`src/timed_setpoint_schedule_queue_macros.svh`:
```
// ---------------------------------------------------------------------------
// Setpoint schedule queue assertion macros
// Shared concurrent assertion forms, clocked on the rising edge and disabled
// during reset.
// ---------------------------------------------------------------------------
`ifndef TIMED_SETPOINT_SCHEDULE_QUEUE_MACROS_SVH
`define TIMED_SETPOINT_SCHEDULE_QUEUE_MACROS_SVH

// A property that must hold at every clock edge out of reset.
`define TSSQ_ASSERT(lbl, clk, rst_n, prop, msg) \
  lbl: assert property (@(posedge clk) disable iff (!rst_n) (prop)) else $error(msg);

// When the antecedent holds, the consequent must hold at the next clock edge.
`define TSSQ_ASSERT_NEXT(lbl, clk, rst_n, ante, cons, msg) \
  lbl: assert property (@(posedge clk) disable iff (!rst_n) (ante) |=> (cons)) else $error(msg);

`endif

```
`src/tssq_pkg.sv`:
```
// ---------------------------------------------------------------------------
// Setpoint schedule queue package
// Types, codes and constants shared by the queue cells and the top level.
// ---------------------------------------------------------------------------
package tssq_pkg;

  localparam int STAGES_DEF = 16;
  localparam int TIME_W     = 32;
  localparam int MODE_W     = 3;
  localparam int TGT_W      = 32;
  localparam int HELD_W     = 5;
  localparam int TOL_W      = 8;
  localparam int OP_W       = 2;

  localparam logic [TOL_W-1:0] TOL_RESET = 8'd1;
  localparam logic [TGT_W-1:0] LIM_MAX   = 32'h7FFF_FFFF;

  typedef logic [OP_W-1:0] op_t;
  localparam op_t OP_INSERT = 2'd0;
  localparam op_t OP_APPLY  = 2'd1;
  localparam op_t OP_REMOVE = 2'd2;

  typedef logic [MODE_W-1:0] cmode_t;
  localparam cmode_t CM_PRESSURE = 3'd0;
  localparam cmode_t CM_OIL      = 3'd1;
  localparam cmode_t CM_WATER    = 3'd2;
  localparam cmode_t CM_LIQUID   = 3'd3;
  localparam cmode_t CM_GAS      = 3'd4;

  typedef enum logic {ST_IDLE, ST_EXEC} state_t;

  typedef struct packed {
    logic [TIME_W-1:0]       start;
    cmode_t                  mode;
    logic signed [TGT_W-1:0] target;
  } entry_t;

  typedef struct packed {
    logic ins_en;
    logic pop_en;
  } cell_ctrl_t;

  typedef struct packed {
    logic signed [TGT_W-1:0] pressure;
    logic signed [TGT_W-1:0] oil;
    logic signed [TGT_W-1:0] water;
    logic signed [TGT_W-1:0] liquid;
    logic signed [TGT_W-1:0] gas;
  } limits_t;

  function automatic logic signed [TGT_W-1:0] limit_of(input limits_t l, input cmode_t m);
    logic signed [TGT_W-1:0] v;
    case (m)
      CM_PRESSURE: v = l.pressure;
      CM_OIL:      v = l.oil;
      CM_WATER:    v = l.water;
      CM_LIQUID:   v = l.liquid;
      CM_GAS:      v = l.gas;
      default:     v = '0;
    endcase
    return v;
  endfunction

endpackage

```
`src/tssq_cell.sv`:
```
// ---------------------------------------------------------------------------
// Setpoint schedule queue cell
// Holds one stage of the sorted table and trades entries with its neighbors
// on insert (shift toward the tail) and remove (shift toward the head).
// ---------------------------------------------------------------------------
module tssq_cell
  import tssq_pkg::*;
(
  input  logic              clk,
  input  cell_ctrl_t        ctrl,
  input  logic              occupied,
  input  logic [TIME_W-1:0] t_req,
  input  entry_t            new_entry,
  input  entry_t            left_entry,
  input  logic              left_goes,
  input  entry_t            right_entry,
  output entry_t            entry,
  output logic              goes_right,
  output logic              eq_hit
);

  entry_t ent_r, ent_nxt;

  // An empty cell, or one whose start lies after the new time, makes room.
  assign goes_right = !occupied || (t_req < ent_r.start);
  assign eq_hit     = occupied && (t_req == ent_r.start);
  assign entry      = ent_r;

  always_comb begin
    ent_nxt = ent_r;
    if (ctrl.ins_en && goes_right) begin
      ent_nxt = left_goes ? left_entry : new_entry;
    end else if (ctrl.pop_en) begin
      ent_nxt = right_entry;
    end
  end

  always_ff @(posedge clk) begin
    ent_r <= ent_nxt;
  end

endmodule

```
`src/timed_setpoint_schedule_queue.sv`:
```
// ---------------------------------------------------------------------------
// Timed setpoint schedule queue
// Time-sorted table of control stages built as a row of cells, with an
// apply/remove path on the head stage and the per-mode limit registers.
// ---------------------------------------------------------------------------
// Channel  Direction  Handshake            Contents
// in_      slave      in_tvalid/in_tready  tuser: op; tdata: stage or time
// out_     master     out_tvalid/out_tready tdata: status and limits
// cfg_     write      cfg_we               cfg_wdata: due_tolerance
//
// Each item passes through ST_IDLE, which captures the transfer, and ST_EXEC,
// in which every cell compares its start time and the table shifts. The output
// register is filled in ST_EXEC and is held until the result transfer; while
// it is still full the block stalls in ST_EXEC. Reset clears the stage
// count, mode, limits and tolerance; the cells need no clearing.
// ---------------------------------------------------------------------------
`include "timed_setpoint_schedule_queue_macros.svh"

module timed_setpoint_schedule_queue
  import tssq_pkg::*;
#(
  parameter int STAGES = STAGES_DEF
)
(
  input  logic         clk,
  input  logic         rst_n,
  input  logic         in_tvalid,
  output logic         in_tready,
  input  logic [1:0]   in_tuser,   // op
  input  logic [71:0]  in_tdata,   // time_req, control_mode, target, zero pad
  output logic         out_tvalid,
  input  logic         out_tready,
  // done_res, table_full, stages_held, active_mode, applied_target,
  // pressure_limit, oil_limit, water_limit, liquid_limit, gas_limit, zero pad
  output logic [207:0] out_tdata,
  input  logic         cfg_we,
  input  logic [7:0]   cfg_wdata
);

  localparam int CNT_W = $clog2(STAGES + 1);

  state_t state_r, state_nxt;

  op_t                     op_r;
  logic [TIME_W-1:0]       t_r;
  cmode_t                  cm_r;
  logic signed [TGT_W-1:0] tg_r;
  entry_t                  new_entry;

  logic [CNT_W-1:0] count_r, count_nxt;
  cmode_t           cmode_r, cmode_nxt;
  limits_t          lim_r, lim_nxt;
  logic [TOL_W-1:0] tol_r;

  logic         out_valid_r;
  logic [207:0] out_data_r, out_data_nxt;

  entry_t           ent [STAGES];
  logic [STAGES-1:0] goes;
  logic [STAGES-1:0] eq;
  logic [STAGES-1:0] occ;
  cell_ctrl_t       ctrl;

  logic                dup, full, due, ins_ok, apply_ok, pop_ok, commit;
  logic [CNT_W+4:0]    held_ext;
  logic [TIME_W:0]     due_sum;

  // Cell chain
  for (genvar i = 0; i < STAGES; i++) begin : g_cell
    entry_t l_ent, r_ent;
    logic   l_goes;
    if (i == 0) begin : g_first
      assign l_ent  = new_entry;
      assign l_goes = 1'b0;
    end else begin : g_mid
      assign l_ent  = ent[i-1];
      assign l_goes = goes[i-1];
    end
    if (i == STAGES - 1) begin : g_last
      assign r_ent = new_entry;
    end else begin : g_inner
      assign r_ent = ent[i+1];
    end
    assign occ[i] = CNT_W'(i) < count_r;

    tssq_cell u_cell (
      .clk         (clk),
      .ctrl        (ctrl),
      .occupied    (occ[i]),
      .t_req       (t_r),
      .new_entry   (new_entry),
      .left_entry  (l_ent),
      .left_goes   (l_goes),
      .right_entry (r_ent),
      .entry       (ent[i]),
      .goes_right  (goes[i]),
      .eq_hit      (eq[i])
    );
  end

  assign new_entry = '{start: t_r, mode: cm_r, target: tg_r};

  // Item decode
  assign dup      = |eq;
  assign full     = count_r == CNT_W'(STAGES);
  assign due_sum  = {1'b0, t_r} + (TIME_W + 1)'(tol_r);
  assign due      = (count_r != '0) && (due_sum >= {1'b0, ent[0].start});
  assign ins_ok   = (op_r == OP_INSERT) && !dup && !full;
  assign apply_ok = (op_r == OP_APPLY) && due;
  assign pop_ok   = (op_r == OP_REMOVE) && due;

  always_comb begin
    state_nxt = state_r;
    in_tready = 1'b0;
    commit    = 1'b0;
    case (state_r)
      ST_IDLE: begin
        in_tready = rst_n;
        if (in_tvalid) begin
          state_nxt = ST_EXEC;
        end
      end
      ST_EXEC: begin
        if (!out_valid_r || out_tready) begin
          commit    = 1'b1;
          state_nxt = ST_IDLE;
        end
      end
      default: state_nxt = ST_IDLE;
    endcase
  end

  assign ctrl.ins_en = commit && ins_ok;
  assign ctrl.pop_en = commit && pop_ok;

  always_comb begin
    count_nxt = count_r;
    cmode_nxt = cmode_r;
    lim_nxt   = lim_r;
    if (ins_ok) begin
      count_nxt = count_r + CNT_W'(1);
    end else if (pop_ok) begin
      count_nxt = count_r - CNT_W'(1);
    end
    if (apply_ok) begin
      cmode_nxt = ent[0].mode;
      case (ent[0].mode)
        CM_PRESSURE: lim_nxt.pressure = ent[0].target;
        CM_OIL:      lim_nxt.oil      = ent[0].target;
        CM_WATER:    lim_nxt.water    = ent[0].target;
        CM_LIQUID:   lim_nxt.liquid   = ent[0].target;
        CM_GAS:      lim_nxt.gas      = ent[0].target;
        default:     lim_nxt          = lim_r;
      endcase
    end
  end

  // The result count is reported modulo 32.
  assign held_ext = {5'b0, count_nxt};

  always_comb begin
    out_data_nxt          = '0;
    out_data_nxt[0]       = ins_ok || apply_ok || pop_ok;
    out_data_nxt[1]       = (op_r == OP_INSERT) && !dup && full;
    out_data_nxt[6:2]     = held_ext[HELD_W-1:0];
    out_data_nxt[9:7]     = cmode_nxt;
    out_data_nxt[41:10]   = limit_of(lim_nxt, cmode_nxt);
    out_data_nxt[73:42]   = lim_nxt.pressure;
    out_data_nxt[105:74]  = lim_nxt.oil;
    out_data_nxt[137:106] = lim_nxt.water;
    out_data_nxt[169:138] = lim_nxt.liquid;
    out_data_nxt[201:170] = lim_nxt.gas;
  end

  always_ff @(posedge clk) begin
    if (!rst_n) begin
      state_r     <= ST_IDLE;
      count_r     <= '0;
      cmode_r     <= CM_PRESSURE;
      lim_r       <= '{pressure: '0, oil: LIM_MAX, water: LIM_MAX,
                       liquid: LIM_MAX, gas: LIM_MAX};
      tol_r       <= TOL_RESET;
      out_valid_r <= 1'b0;
    end else begin
      state_r <= state_nxt;
      if (cfg_we) begin
        tol_r <= cfg_wdata;
      end
      if (commit) begin
        count_r     <= count_nxt;
        cmode_r     <= cmode_nxt;
        lim_r       <= lim_nxt;
        out_valid_r <= 1'b1;
      end else if (out_tready) begin
        out_valid_r <= 1'b0;
      end
    end
  end

  always_ff @(posedge clk) begin
    if (in_tvalid && in_tready) begin
      op_r <= in_tuser;
      t_r  <= in_tdata[31:0];
      cm_r <= in_tdata[34:32];
      tg_r <= in_tdata[66:35];
    end
    if (commit) begin
      out_data_r <= out_data_nxt;
    end
  end

  assign out_tvalid = out_valid_r;
  assign out_tdata  = out_data_r;

  `TSSQ_ASSERT(a_count_bound, clk, rst_n, count_r <= CNT_W'(STAGES),
    "stage count past depth")
  `TSSQ_ASSERT_NEXT(a_ins_count, clk, rst_n, ctrl.ins_en,
    count_r == $past(count_r) + CNT_W'(1), "insert did not grow count")
  `TSSQ_ASSERT_NEXT(a_pop_count, clk, rst_n, ctrl.pop_en,
    count_r == $past(count_r) - CNT_W'(1), "remove did not shrink count")
  `TSSQ_ASSERT(a_full_not_done, clk, rst_n,
    !(out_valid_r && out_data_r[0] && out_data_r[1]), "dropped insert reported done")

endmodule

```
`config.mk`:
```
export PLATFORM = sky130hd
export DESIGN_NAME = timed_setpoint_schedule_queue
export DESIGN_NICKNAME = d
export VERILOG_FILES = /design/src/tssq_pkg.sv /design/src/tssq_cell.sv /design/src/timed_setpoint_schedule_queue.sv
export VERILOG_INCLUDE_DIRS = /design/src /design/src/src
export SDC_FILE = /design/constraint.sdc
export NUM_CORES = 2
export LEC_CHECK = 0
export BUFFER_PORTS_ARGS = -buffer_cell sky130_fd_sc_hd__clkbuf_2
export CORE_ASPECT_RATIO = 2
export CORE_MARGIN = 2
export CORE_UTILIZATION = 55
export CTS_BUF_LIST = sky130_fd_sc_hd__clkbuf_4 sky130_fd_sc_hd__clkbuf_8
export DETAILED_ROUTE_END_ITERATION = 8
export PLACE_DENSITY = 0.72
export SKIP_CTS_REPAIR_TIMING = 1
export SLEW_MARGIN = 20
export SYNTH_ARGS = -nofsm -noshare
export SYNTH_HDL_FRONTEND = slang
export SYNTH_SLANG_ARGS = --single-unit
```
`constraint.sdc`:
```
create_clock -name clk -period 19.9 [get_ports clk]
set_input_delay 2.985 -clock clk [delete_from_list [all_inputs] [get_ports clk]]
set_output_delay 2.985 -clock clk [all_outputs]
set_load 0.02 [all_outputs]
```
==> flow_summary_export.csv <==
group,metric,value,unit
sta,achievable-frequency,0.114,GHz
cts,cts_buffers,218,
min_path,worst_min_delay_path_category,"reg -> reg",
logic_synthesis,synth_largest_type_area_fraction,0.473,
logic_synthesis,post_synth_inst_count,8054,
min_path,hold_path_end,"lim_r[80]$_SDFFE_PN1P_",
floorplanning,chipWidth,282,um
run_status,violations,"design-rule violations",
cts,cts_max_level,4,
sta,slew-limit-headroom,0.159,
min_path,hold_path_depth,2,
drt,detail_route.drc_violations,1,
sta,finalClockSkew,99.2,ps
logic_synthesis,number_of_warnings_printed_during_yosys_synthesis,0,
sta,grt_setup_unrepaired,"no",
power_and_ir_drop,p_per_area,73.5,mW/mm2
setup_path,reg2reg_depth,20,
setup_path,cp-start-kind,"flop",
final_layout,layout-area-overhead-vs-synth,9.00,%
sta,transition_at_the_pin_with_the_smallest_max_transition_slack,1250,ps
setup_path,critPathMaxFanout,39,
flow_run,maxCapViolations,0,
drt,detail_route.wl_per_cell,25.2,um
logic_synthesis,post_synthesis_cell_area,0.0853,mm2
sta,hold-worst-slack,468,ps
final_layout,layout-drive-gt1-share,0.128,
drt,detailedRoute.firstPassIterationCount,9,
cts,ctsLongestPathBuffers,4,
final_layout,nets,8778,
cts,cts_sinks,1521,
setup_path,r2r_slack,11170,ps
sta,timing_max_transition_violations_final,0,
floorplanning,initial_utilization,0.553,
drt,drtAntennaViolNets,0,
drt,route.vias.total,65200,
floorplanning,die_height,561,um
logic_synthesis,ys_top_cells_by_area,"sky130_fd_sc_hd__edfxtp_1 (47%), sky130_fd_sc_hd__mux2i_1 (9.6%), sky130_fd_sc_hd__ha_1 (8.1%)",
global_routing,grt_first_pass_wirelength,391000,um
drt,drt_iter0_markers,6061,
floorplanning,row_count,204,
setup_path,criticalPathCategory,"reg -> reg",
global_routing,grt_max_degree,164,
floorplanning,core-area,0.154,mm2
logic_synthesis,syn_area_per_cell,10.6,um2
setup_path,worst-endpoint-required,20420,ps
global_routing,track_usage,0.324,
floorplanning,die_area,0.158,mm2
power_and_ir_drop,vdd.ir_drop.worst,49.2,uV
logic_synthesis,synth_top_cell_by_area,"sky130_fd_sc_hd__edfxtp_1",
power_and_ir_drop,p_total,6.84,mW
cts,clkLatencyLatePin,990,ps
sta,setup_total_negative_slack,0,ps
place,port_buffers,285,
logic_synthesis,synth_cell_types,73,
floorplanning,boundaryPins,297,
setup_path,critical_path.startpoint,"t_r[1]$_DFFE_PP_",
place,gp_congestion,0.921,
cts,tritoncts,"yes",
logic_synthesis,synth_commonest_cells,"sky130_fd_sc_hd__edfxtp_1 (1343), sky130_fd_sc_hd__nand2_1 (918), sky130_fd_sc_hd__mux2i_1 (817), sky130_fd_sc_hd__o21ai_0 (672), sky130_fd_sc_hd__a21oi_1 (663)",
logic_synthesis,synth-seq-area-share,0.515,
sta,setup_violations,0,
sta,finalWorstPathRequiredPeriod,8730,ps
global_routing,antenna_found_initial,5,
setup_path,reg2reg_to,"g_cell[7].u_cell.entry[45]$_DFFE_PP_",
sta,final-hold-violation-count,0,
setup_path,critical_register_to_register_path_startpoint,"t_r[1]$_DFFE_PP_",
sta,fin_crit_sh,0.439,
final_layout,fillerInstances,12800,
power_and_ir_drop,cellLeakagePower,39.9,nW
cts,cts_root_buffer,"sky130_fd_sc_hd__clkbuf_8",
setup_path,worstPathArrival,9260,ps
global_routing,first_global_vias,66100,
global_routing,gr-total-overflow,0,
logic_synthesis,asyncSetResetFlopFracSynth,0,
drt,vias_per_cell,6.29,
cts,cts.reportedPaths.clkPinSlew,70,ps
logic_synthesis,synth_edf_count,1343,
min_path,worst_hold_startpoint,"lim_r[80]$_SDFFE_PN1P_",
logic_synthesis,postSynthRegisterBits,1521,
setup_path,critPathCaptureType,"flop",
final_layout,finalNonFillerCells,10400,
drt,routed_wirelength,262000,um
logic_synthesis,yosys.cell_count.top_type,"sky130_fd_sc_hd__edfxtp_1",
place,dpl.hpwl,171000,um
place,placed_instances,9975,
run_status,status,"finished, violations left",
logic_synthesis,postSynth.topFlopCell,"sky130_fd_sc_hd__edfxtp_1",
[critical path: stages (launching register included)]
cell and delay (ps):
sky130_fd_sc_hd__edfxtp_1 380, sky130_fd_sc_hd__clkinv_1 550, sky130_fd_sc_hd__fa_1 670, sky130_fd_sc_hd__nor2b_1 150, sky130_fd_sc_hd__o31a_1 250, sky130_fd_sc_hd__or2_2 170, sky130_fd_sc_hd__and2_1 300, sky130_fd_sc_hd__nand3_1 140
sky130_fd_sc_hd__xnor2_1 170, sky130_fd_sc_hd__ha_1 350, sky130_fd_sc_hd__nand4_1 180, sky130_fd_sc_hd__nor4_2 790, sky130_fd_sc_hd__a221o_1 280, sky130_fd_sc_hd__a211o_1 260, sky130_fd_sc_hd__a311oi_2 330, sky130_fd_sc_hd__nor3b_1 810
sky130_fd_sc_hd__nand2_2 600, sky130_fd_sc_hd__buf_4 470, sky130_fd_sc_hd__o21ai_4 90, sky130_fd_sc_hd__buf_4 540, sky130_fd_sc_hd__buf_4 780
[metrics by stage]
stage,area [um2],utilization,setup slack (ps)
floorplan,85300,-,10100
global placement,88400,0.574,11160
detailed placement,88500,0.574,10980
CTS,93000,0.603,10960
global route,93000,0.603,10870
finish,93000,0.603,11170
[state kept, by name, indices dropped and copies added, names as in the netlist, 2 cells and up]
name and cells:
lim_r 160, tg_r 32, t_r 32, cmode_r 3, tol_r 8, count_r 5, out_tdata 202, g_cell.u_cell.entry 1072
cm_r 3, op_r 2
[report_power, final]
part           switching (mW)  leakage, nW  internal, mW  total, mW
clock network            1.28         2.37          1.38       2.66
registers              0.0619         13.6          3.56       3.63
logic                   0.362         23.9         0.189      0.551
total                    1.70         39.9          5.13       6.84
[metal layers]
metal | vias up | routed length (um) | track usage | share of wire
li1 | 29300 | - | - | -
met1 | 31700 | 91400 | 0.359 | 0.35
met2 | 3234 | 130000 | 0.565 | 0.50
met3 | 982 | 21200 | 0.0588 | 0.081
met4 | 0 | 18800 | 0.210 | 0.072
met5 | - | 0 | 0 | 0
[worst max path at each step]
| stage | endpoint | cells after the start |
|---|---|---|
| 5_1_grt | g_cell[7].u_cell.entry[36]$_DFFE_PP_ | 20 |
| 3_5_place_dp | g_cell[7].u_cell.entry[13]$_DFFE_PP_ | 20 |
| 6_report | g_cell[7].u_cell.entry[45]$_DFFE_PP_ | 20 |
| 4_1_cts | g_cell[7].u_cell.entry[37]$_DFFE_PP_ | 20 |
| 2_1_floorplan | out_tdata[0]$_DFFE_PP_ | 5 |
| 3_3_place_gp | g_cell[7].u_cell.entry[13]$_DFFE_PP_ | 20 |
[final cells by class]
cell class / count / area, um2 / area share
diodes: 3 / 7.51 / 0.0000807
clock buffers: 293 / 3630 / 0.0391
clock inverters: 101 / 871 / 0.00937
inverters: 551 / 2080 / 0.0223
multi-input cells: 5431 / 37500 / 0.404
flip-flops and latches: 1521 / 43900 / 0.472
well taps: 2060 / 2580 / 0.0277
repair buffers: 412 / 2410 / 0.0259
[cells in the final DEF (no fill, tap or decap), drive strengths merged, types with 125 or more instances in the layout]
master     n
edfxtp  1343
nand2    918
mux2i    817
o21ai    672
a21oi    663
clkbuf   577
ha       555
nor2     555
inv      551
mux2     256
dfxtp    178
a21o     148
nand3    142
buf      128
nand4    125
[logic make-up (layout without fill, tap and decap cells)]
| kind of cell | Yosys count | after routing | share of synthesized area |
|---|---|---|---|
| simple gates | 1929 | 1929 | 0.0970 |
| compound gates | 1835 | 1835 | 0.123 |
| flops | 1521 | 1521 | 0.515 |
| buf+inv | 1107 | 1357 | 0.0510 |
| mux | 1073 | 1073 | 0.130 |
| fa+ha+maj | 556 | 556 | 0.0816 |
| xor+xnor | 32 | 32 | 0.00329 |
| other cells | 1 | 9 | 0.0000440 |
No activity file was read; power rests on OpenSTA's default activity.
